$ cat src/okvt_pkg.sv
// shared types and constants of the ordered key/value table
package okvt_pkg;

    localparam int DEPTH      = 16;
    localparam int KEY_BITS   = 32;
    localparam int VALUE_BITS = 32;
    localparam int IDX_W      = $clog2(DEPTH);
    localparam int CNT_W      = $clog2(DEPTH + 1);
    localparam int ENTRY_W    = KEY_BITS + VALUE_BITS;

    // command codes
    localparam logic [1:0] CMD_PUT    = 2'd0;
    localparam logic [1:0] CMD_GET    = 2'd1;
    localparam logic [1:0] CMD_REMOVE = 2'd2;
    localparam logic [1:0] CMD_LIST   = 2'd3;

    // status codes
    localparam logic [1:0] ST_OK        = 2'd0;
    localparam logic [1:0] ST_NOT_FOUND = 2'd1;
    localparam logic [1:0] ST_EXISTS    = 2'd2;
    localparam logic [1:0] ST_FULL      = 2'd3;

    typedef struct packed {
        logic [1:0]            cmd;
        logic [KEY_BITS-1:0]   key;
        logic [VALUE_BITS-1:0] value;
    } req_t;

    typedef struct packed {
        logic [1:0]            status;
        logic [KEY_BITS-1:0]   out_key;
        logic [VALUE_BITS-1:0] out_value;
        logic [IDX_W-1:0]      out_index;
        logic [CNT_W-1:0]      entry_count;
        logic                  last;
    } rsp_t;

    // pair memory access from the sequencer, entry is {key, value}
    typedef struct packed {
        logic               re;
        logic [IDX_W-1:0]   raddr;
        logic               we;
        logic [IDX_W-1:0]   waddr;
        logic [ENTRY_W-1:0] wdata;
    } ram_req_t;

endpackage

$ cat src/okvt_ram.sv
// generic single-write single-read synchronous ram, registered read data
module okvt_ram #(
    parameter int WIDTH = 64,
    parameter int DEPTH = 16,
    localparam int AW = $clog2(DEPTH)
) (
    input  logic             clk,
    input  logic             we,
    input  logic [AW-1:0]    waddr,
    input  logic [WIDTH-1:0] wdata,
    input  logic             re,
    input  logic [AW-1:0]    raddr,
    output logic [WIDTH-1:0] rdata
);

    logic [WIDTH-1:0] mem [DEPTH];

    always_ff @(posedge clk)
    begin
        if (we)
        begin
            mem[waddr] <= wdata;
        end
        if (re)
        begin
            rdata <= mem[raddr];
        end
    end

endmodule

$ cat src/okvt_ctrl.sv
// sequencer of the ordered key/value table: scan, append, shift-down and list
module okvt_ctrl (
    input  logic              clk,
    input  logic              rst_n,
    input  logic              req_valid,
    output logic              req_ready,
    input  okvt_pkg::req_t    req,
    output logic              rsp_valid,
    input  logic              rsp_ready,
    output okvt_pkg::rsp_t    rsp,
    output okvt_pkg::ram_req_t ram_req,
    input  logic [okvt_pkg::ENTRY_W-1:0] ram_rdata
);

    typedef enum logic [2:0] {
        ST_IDLE,
        ST_SCAN,
        ST_RESP,
        ST_SHIFT,
        ST_LIST
    } state_t;

    state_t                          state_reg, state_next;
    logic [okvt_pkg::CNT_W-1:0]      cnt_reg, cnt_next;
    logic                            pend_reg, pend_next;
    logic                            shift_reg, shift_next;
    logic                            rsp_valid_reg, rsp_valid_next;
    logic [1:0]                      cmd_reg, cmd_next;
    logic [okvt_pkg::KEY_BITS-1:0]   key_reg, key_next;
    logic [okvt_pkg::VALUE_BITS-1:0] value_reg, value_next;
    logic [okvt_pkg::CNT_W-1:0]      idx_reg, idx_next;
    logic [okvt_pkg::CNT_W-1:0]      pos_reg, pos_next;
    okvt_pkg::rsp_t                  res_reg, res_next;
    okvt_pkg::rsp_t                  rsp_reg, rsp_next;

    logic                            slot_free;
    logic                            hit;
    logic [okvt_pkg::KEY_BITS-1:0]   rd_key;
    logic [okvt_pkg::VALUE_BITS-1:0] rd_value;
    logic [okvt_pkg::CNT_W-1:0]      pos_inc;
    logic [okvt_pkg::CNT_W-1:0]      idx_inc;
    logic [okvt_pkg::CNT_W-1:0]      cnt_inc;
    logic [okvt_pkg::CNT_W-1:0]      cnt_dec;

    assign slot_free = !rsp_valid_reg || rsp_ready;
    assign rd_key    = ram_rdata[okvt_pkg::ENTRY_W-1 -: okvt_pkg::KEY_BITS];
    assign rd_value  = ram_rdata[okvt_pkg::VALUE_BITS-1:0];
    assign hit       = pend_reg && (rd_key == key_reg);
    assign pos_inc   = pos_reg + okvt_pkg::CNT_W'(1);
    assign idx_inc   = idx_reg + okvt_pkg::CNT_W'(1);
    assign cnt_inc   = cnt_reg + okvt_pkg::CNT_W'(1);
    assign cnt_dec   = cnt_reg - okvt_pkg::CNT_W'(1);

    assign req_ready = (state_reg == ST_IDLE);
    assign rsp_valid = rsp_valid_reg;
    assign rsp       = rsp_reg;

    always_comb
    begin
        state_next     = state_reg;
        cnt_next       = cnt_reg;
        pend_next      = pend_reg;
        shift_next     = shift_reg;
        rsp_valid_next = rsp_valid_reg && !rsp_ready;
        cmd_next       = cmd_reg;
        key_next       = key_reg;
        value_next     = value_reg;
        idx_next       = idx_reg;
        pos_next       = pos_reg;
        res_next       = res_reg;
        rsp_next       = rsp_reg;
        ram_req        = '0;

        case (state_reg)
            ST_IDLE:
            begin
                if (req_valid)
                begin
                    cmd_next   = req.cmd;
                    key_next   = req.key;
                    value_next = req.value;
                    idx_next   = '0;
                    pos_next   = '0;
                    pend_next  = 1'b0;
                    shift_next = 1'b0;
                    if (req.cmd == okvt_pkg::CMD_LIST)
                    begin
                        if (cnt_reg == '0)
                        begin
                            res_next             = '0;
                            res_next.status      = okvt_pkg::ST_NOT_FOUND;
                            res_next.entry_count = cnt_reg;
                            res_next.last        = 1'b1;
                            state_next           = ST_RESP;
                        end
                        else
                        begin
                            ram_req.re    = 1'b1;
                            ram_req.raddr = '0;
                            state_next    = ST_LIST;
                        end
                    end
                    else
                    begin
                        state_next = ST_SCAN;
                    end
                end
            end

            ST_SCAN:
            begin
                if (hit)
                begin
                    res_next.status      = (cmd_reg == okvt_pkg::CMD_PUT) ?
                                           okvt_pkg::ST_EXISTS : okvt_pkg::ST_OK;
                    res_next.out_key     = rd_key;
                    res_next.out_value   = rd_value;
                    res_next.out_index   = pos_reg[okvt_pkg::IDX_W-1:0];
                    res_next.entry_count = cnt_reg;
                    res_next.last        = 1'b1;
                    if (cmd_reg == okvt_pkg::CMD_REMOVE)
                    begin
                        // later entries move down one place after the response
                        cnt_next             = cnt_dec;
                        res_next.entry_count = cnt_dec;
                        shift_next           = 1'b1;
                        idx_next             = pos_inc;
                        pend_next            = 1'b0;
                    end
                    state_next = ST_RESP;
                end
                else if (idx_reg < cnt_reg)
                begin
                    ram_req.re    = 1'b1;
                    ram_req.raddr = idx_reg[okvt_pkg::IDX_W-1:0];
                    pos_next      = idx_reg;
                    idx_next      = idx_inc;
                    pend_next     = 1'b1;
                end
                else
                begin
                    res_next             = '0;
                    res_next.last        = 1'b1;
                    res_next.entry_count = cnt_reg;
                    res_next.status      = okvt_pkg::ST_NOT_FOUND;
                    if (cmd_reg == okvt_pkg::CMD_PUT)
                    begin
                        if (cnt_reg == okvt_pkg::CNT_W'(okvt_pkg::DEPTH))
                        begin
                            res_next.status = okvt_pkg::ST_FULL;
                        end
                        else
                        begin
                            // append at the tail
                            ram_req.we           = 1'b1;
                            ram_req.waddr        = cnt_reg[okvt_pkg::IDX_W-1:0];
                            ram_req.wdata        = {key_reg, value_reg};
                            cnt_next             = cnt_inc;
                            res_next.status      = okvt_pkg::ST_OK;
                            res_next.out_key     = key_reg;
                            res_next.out_value   = value_reg;
                            res_next.out_index   = cnt_reg[okvt_pkg::IDX_W-1:0];
                            res_next.entry_count = cnt_inc;
                        end
                    end
                    pend_next  = 1'b0;
                    state_next = ST_RESP;
                end
            end

            ST_RESP:
            begin
                if (slot_free)
                begin
                    rsp_valid_next = 1'b1;
                    rsp_next       = res_reg;
                    state_next     = shift_reg ? ST_SHIFT : ST_IDLE;
                end
            end

            ST_SHIFT:
            begin
                // pos is the destination, idx the next source
                if (pend_reg)
                begin
                    ram_req.we    = 1'b1;
                    ram_req.waddr = pos_reg[okvt_pkg::IDX_W-1:0];
                    ram_req.wdata = ram_rdata;
                    pos_next      = pos_inc;
                end
                if (idx_reg <= cnt_reg)
                begin
                    ram_req.re    = 1'b1;
                    ram_req.raddr = idx_reg[okvt_pkg::IDX_W-1:0];
                    idx_next      = idx_inc;
                    pend_next     = 1'b1;
                end
                else
                begin
                    pend_next = 1'b0;
                    if (!pend_reg)
                    begin
                        shift_next = 1'b0;
                        state_next = ST_IDLE;
                    end
                end
            end

            ST_LIST:
            begin
                if (slot_free)
                begin
                    rsp_valid_next       = 1'b1;
                    rsp_next.status      = okvt_pkg::ST_OK;
                    rsp_next.out_key     = rd_key;
                    rsp_next.out_value   = rd_value;
                    rsp_next.out_index   = pos_reg[okvt_pkg::IDX_W-1:0];
                    rsp_next.entry_count = cnt_reg;
                    rsp_next.last        = (pos_inc == cnt_reg);
                    if (pos_inc == cnt_reg)
                    begin
                        state_next = ST_IDLE;
                    end
                    else
                    begin
                        ram_req.re    = 1'b1;
                        ram_req.raddr = pos_inc[okvt_pkg::IDX_W-1:0];
                        pos_next      = pos_inc;
                    end
                end
            end

            default:
            begin
                state_next = ST_IDLE;
            end
        endcase
    end

    always_ff @(posedge clk or negedge rst_n)
    begin
        if (!rst_n)
        begin
            state_reg     <= ST_IDLE;
            cnt_reg       <= '0;
            pend_reg      <= 1'b0;
            shift_reg     <= 1'b0;
            rsp_valid_reg <= 1'b0;
        end
        else
        begin
            state_reg     <= state_next;
            cnt_reg       <= cnt_next;
            pend_reg      <= pend_next;
            shift_reg     <= shift_next;
            rsp_valid_reg <= rsp_valid_next;
        end
    end

    always_ff @(posedge clk)
    begin
        cmd_reg   <= cmd_next;
        key_reg   <= key_next;
        value_reg <= value_next;
        idx_reg   <= idx_next;
        pos_reg   <= pos_next;
        res_reg   <= res_next;
        rsp_reg   <= rsp_next;
    end

endmodule

$ cat src/ordered_key_value_table.sv
// top level of the ordered key/value table
//
// a table of up to 16 key/value pairs kept in insertion order in one
// synchronous pair memory with a single read and a single write port. each
// request transaction carries cmd (put, get, remove, list), key and value; a
// request is taken only while the sequencer is idle, and every response
// transaction carries status, the pair concerned, its position, the entry
// count after the operation and a last flag. put, get and remove scan the
// stored pairs one memory read per cycle; remove then moves the later pairs
// down one place. list gives one response per stored pair, one per cycle
// while the consumer keeps up, or a single not_found response on an empty
// table. the single read port of the pair memory sets this pace. the
// response sits in an output register, so a new request can be taken while
// the last response of the previous one still waits
module ordered_key_value_table (
    input  logic           clk,
    input  logic           rst_n,
    input  logic           req_valid,
    output logic           req_ready,
    input  okvt_pkg::req_t req,
    output logic           rsp_valid,
    input  logic           rsp_ready,
    output okvt_pkg::rsp_t rsp
);

    // memory access from the sequencer and the read data back
    okvt_pkg::ram_req_t               ram_req;
    logic [okvt_pkg::ENTRY_W-1:0]     ram_rdata;

    // pair memory, never cleared: only entries that hold stored pairs are read
    okvt_ram #(
        .WIDTH (okvt_pkg::ENTRY_W),
        .DEPTH (okvt_pkg::DEPTH)
    ) u_ram (
        .clk   (clk),
        .we    (ram_req.we),
        .waddr (ram_req.waddr),
        .wdata (ram_req.wdata),
        .re    (ram_req.re),
        .raddr (ram_req.raddr),
        .rdata (ram_rdata)
    );

    // scan, append, shift-down and list sequencer with the output register
    okvt_ctrl u_ctrl (
        .clk       (clk),
        .rst_n     (rst_n),
        .req_valid (req_valid),
        .req_ready (req_ready),
        .req       (req),
        .rsp_valid (rsp_valid),
        .rsp_ready (rsp_ready),
        .rsp       (rsp),
        .ram_req   (ram_req),
        .ram_rdata (ram_rdata)
    );

endmodule

$ cat config.mk
export PLATFORM = sky130hd
export DESIGN_NAME = ordered_key_value_table
export DESIGN_NICKNAME = d
export VERILOG_FILES = /design/src/okvt_pkg.sv /design/src/okvt_ram.sv /design/src/okvt_ctrl.sv /design/src/ordered_key_value_table.sv
export SDC_FILE = /design/constraint.sdc
export NUM_CORES = 1
export LEC_CHECK = 0
export BUFFER_PORTS_ARGS = -buffer_cell sky130_fd_sc_hd__buf_2
export CAP_MARGIN = 20
export CORE_MARGIN = 2
export CORE_UTILIZATION = 49
export DETAILED_ROUTE_END_ITERATION = 10
export PLACE_DENSITY_LB_ADDON = 0.15
export RECOVER_POWER = 25
export SLEW_MARGIN = 10
export SYNTH_ARGS = -nofsm -noshare
export SYNTH_HDL_FRONTEND = slang
export SYNTH_SLANG_ARGS = --single-unit
$ cat constraint.sdc
create_clock -name clk -period 10 [get_ports clk]
set_input_delay 1 -clock clk [delete_from_list [all_inputs] [get_ports clk]]
set_output_delay 1 -clock clk [all_outputs]
set_load 0.02 [all_outputs]
==> results.sh <==
export IMPL_status="finished with violations"
export IMPL_violations="max-capacitance violations, max-slew violations"
export IMPL_grt_start_max_net_pins=177
export IMPL_gr_usage_all_layers_pct=26.7
export IMPL_cpPeakStageDelay_ns=1.95
export IMPL_rows=121
export IMPL_period_needed_ns=7.48
export IMPL_path_clk_slew_ns=0.06
export IMPL_clockRootBuffer="clkbuf_16"
export IMPL_finalCritPeriodShare_pct=74.8
export IMPL_synthSimpleGateAreaFrac_pct=8.68
export IMPL_syn_inst=3464
export IMPL_final_util_pct=54.9
export IMPL_synthArstFlopShare_pct=0.830
export IMPL_worstSetupStartpoint="u_ctrl.cnt_reg[1]$_DFFE_PN0P_"
export IMPL_yosys_area_share_xor_xnor_pct=0.864
export IMPL_avgSynthCellArea_um2=15.4
export IMPL_hold_class="in2async"
export IMPL_synth_ff_type="edfxtp_1"
export IMPL_setup_violations=0
export IMPL_crit_required_ns=10.41
export IMPL_port_buffer_count=147
export IMPL_antenna_found_initial=4
export IMPL_cts_sinks=1326
export IMPL_synth_edff_count=1315
export IMPL_h_tree_depth=4
export IMPL_powerDensity_mw_per_mm2=277
export IMPL_dr_first_iter_drc_count=4318
export IMPL_r2r_slack_ns=2.52
export IMPL_hold_viol=0
export IMPL_r2r_start="u_ctrl.cnt_reg[1]$_DFFE_PN0P_"
export IMPL_cts_repair_resized=0
export IMPL_worst_setup_path_start_kind="register"
export IMPL_vias=32700
export IMPL_muxShareOfSynthArea_pct=2.49
export IMPL_layout_common_cells="1315 x edfxtp_1, 495 x nand2_1, 258 x and2_1"
export IMPL_numCtsBuffers=138
export IMPL_synth_top_family_by_area="compound AO/OA/AOI/OAI gates"
export IMPL_cts_max_path_buffers=3
export IMPL_relSlewSlack_pct=-153
export IMPL_maxSlewViolCount=555
export IMPL_syn2layout_area_growth_pct=11.6
export IMPL_largest_reg_flops=1024
export IMPL_post_drt_wl_per_cell_um=29.5
export IMPL_use_met2_pct=41.7
export IMPL_path_cells="inv_1 > ha_1 > nor2b_1 > o21ai_0 > a21boi_0 > o21ai_0 > nor3_2 > clkbuf_1 > a22o_1 > nand2_1 > nor2_4 > buf_4 > buf_4"
export IMPL_cp_slowest_cell="clkbuf_1"
export IMPL_p_leak_nw=19.2
export IMPL_ys_warn_count=0
export IMPL_viasPerCell=6.44
export IMPL_critPathKind="reg2reg"
export IMPL_r2r_cells=13
export IMPL_synth_seq_cells=1326
export IMPL_gp_congestion=0.882
export IMPL_die_h_um=334
export IMPL_grt_setup_unrepaired="false"
export IMPL_ant_nets=0
export IMPL_yosysSeqAreaShare_pct=74.4
export IMPL_synthAdderAreaFrac_pct=0.258
export IMPL_diodes=0
export IMPL_syn_num_nets=3545
export IMPL_holdBufCountCts=0
export IMPL_clk_latency_ns=0.76
export IMPL_cts_tree="yes"
export IMPL_synth_area_mm2=0.0534
export IMPL_met1_usage_pct=38.4
export IMPL_fp_dieW_um=334
export IMPL_grt_pass1_wl_mm=218
export IMPL_crit_path_end_kind="register"
export IMPL_synthDistinctLibCells=65
export IMPL_tns_ns=0
export IMPL_core_area_mm2=0.109
export IMPL_critical_path_cell_count=13
export IMPL_vdd_drop_max_mv=0.242
export IMPL_worstPathArrival_ns=7.89
export IMPL_initial_core_util_pct=49.2
export IMPL_drc_errors=0
export IMPL_pin_count=148
export IMPL_drive_gt1_share_pct=9.23
export IMPL_postCtsSetupRepairBufs=0
export IMPL_tightest_slew_ns=3.80
export IMPL_skew_ns=0.0266
export IMPL_grt_pass1_vias=32400
export IMPL_synth_compound_area_share_pct=11.0
export IMPL_use_met3_pct=4.63
export IMPL_wirelength_mm=150
export IMPL_dieArea_mm2=0.112
export IMPL_overflow=0
export IMPL_timing_fmax_ghz=0.134
export IMPL_dp_hpwl_mm=77.3
export IMPL_final_common_cell="edfxtp_1"
export IMPL_cp_max_fo=32
export IMPL_busiest_layer="met2"
export IMPL_drv_cap=15
export IMPL_dr_pass1_iters=6
export IMPL_reg2reg_to="u_ram.mem[15][41]$_DFFE_PP_"
export IMPL_crit_buf_inv=4
export IMPL_crit_family="buffers and inverters"
export IMPL_critical_path_endpoint="u_ram.mem[15][41]$_DFFE_PP_"
export IMPL_hold_ws_ns=0.341
export IMPL_final_nets=3651
[layout make-up]
class / count / area [um^2]
clock buffer: 166 / 3580
clock inverter: 75 / 626
fill: 8569 / 48900
inverter: 12 / 45.0
multi-input combinational: 1872 / 12700
sequential: 1326 / 39800
tap: 1414 / 1770
timing repair buffer: 220 / 1170
[cell usage after synthesis, types with 3 or more instances]
cell type  count  share of area (%)
a32oi_1      127                2.1
and2_1       259                3.0
buf_6         15               0.32
a221oi_2       3              0.084
ha_1          11               0.26
edfxtp_1    1315                 74
nor3b_1        5              0.070
a21o_1         4              0.056
xnor2_1       44               0.72
nand4_1        8              0.094
and4_1        64                1.0
nor2b_1        7              0.082
o21ai_1       54               0.51
mux2i_1      133                2.5
buf_2         47               0.44
a22oi_1        4              0.056
nand3_1       20               0.19
clkbuf_1     160                1.1
nand2_1      496                3.5
nor4_1         3              0.035
a22o_1       133                2.2
a211oi_1       7              0.098
o22ai_1        7              0.082
nor2_1        49               0.34
buf_4         14               0.20
a31oi_1        3              0.035
a21oi_1       21               0.20
inv_1         11              0.077
nor3_1         7              0.066
buf_1         18               0.13
nand2b_1       7              0.082
xor2_1         6              0.098
o21ai_0       98               0.92
a221oi_1     254                4.2
dfrtp_1       11               0.52
[metrics by stage]
stage                     area, um^2  instances  total power, mW  worst slack, ns
after CTS                      59800       5084             16.5             4.05
final                          59600       5085             16.5             2.52
after floorplan                53400       3464             10.2            0.605
after global routing           59600       5085             17.1             2.29
after detailed placement       55600       4843             11.7             4.08
after global placement         55600       4842             11.6             4.20
[cell families (layout without fill, tap and decap cells)]
kind of cell,Yosys count,count (layout)
AOI/OAI and AO/OA,742,742
buffers and inverters,266,473
xor gates and xnor gates,51,51
muxes,133,133
and+or+nand+nor,935,935
adders and majority gates,11,11
DFF,1326,1326
[power breakdown]
group          total (mW)  switching [mW]  internal [mW]  leakage, nW
combinational        4.16            3.00           1.16         4.68
clock                4.85            2.12           2.72         2.07
sequential           7.48           0.395           7.08         12.5
total                16.5            5.51           11.0         19.2
[worst reg2reg max path, stage by stage, from the launching register on]
cell      delay [ns]
dfrtp_1         0.57
inv_1           0.18
ha_1            0.32
nor2b_1         0.13
o21ai_0         0.14
a21boi_0        0.57
o21ai_0         0.31
nor3_2          0.23
clkbuf_1        1.95
a22o_1          0.52
nand2_1         0.28
nor2_4          0.77
buf_4           0.72
buf_4           0.45
[per-layer routing]
metal  up-vias  share of wire (%)
met5         -             0.0093
met1     16700                 42
met3       295                9.1
li1      13900                  -
met2      1845                 46
met4         2                2.8
[worst min-delay path by stage]
stage	cells after the start	to	slack [ns]
2_1_floorplan	2	u_ctrl.rsp[10]$_DFFE_PP_	0.49
4_1_cts	1	u_ctrl.cnt_reg[4]$_DFFE_PN0P_	0.11
6_report	1	u_ctrl.cnt_reg[1]$_DFFE_PN0P_	0.34
3_5_place_dp	2	u_ctrl.rsp[15]$_DFFE_PP_	0.50
3_3_place_gp	2	u_ctrl.rsp[25]$_DFFE_PP_	0.50
5_1_grt	1	u_ctrl.cnt_reg[1]$_DFFE_PN0P_	0.35
No activity file was read; power rests on OpenSTA's default activity.
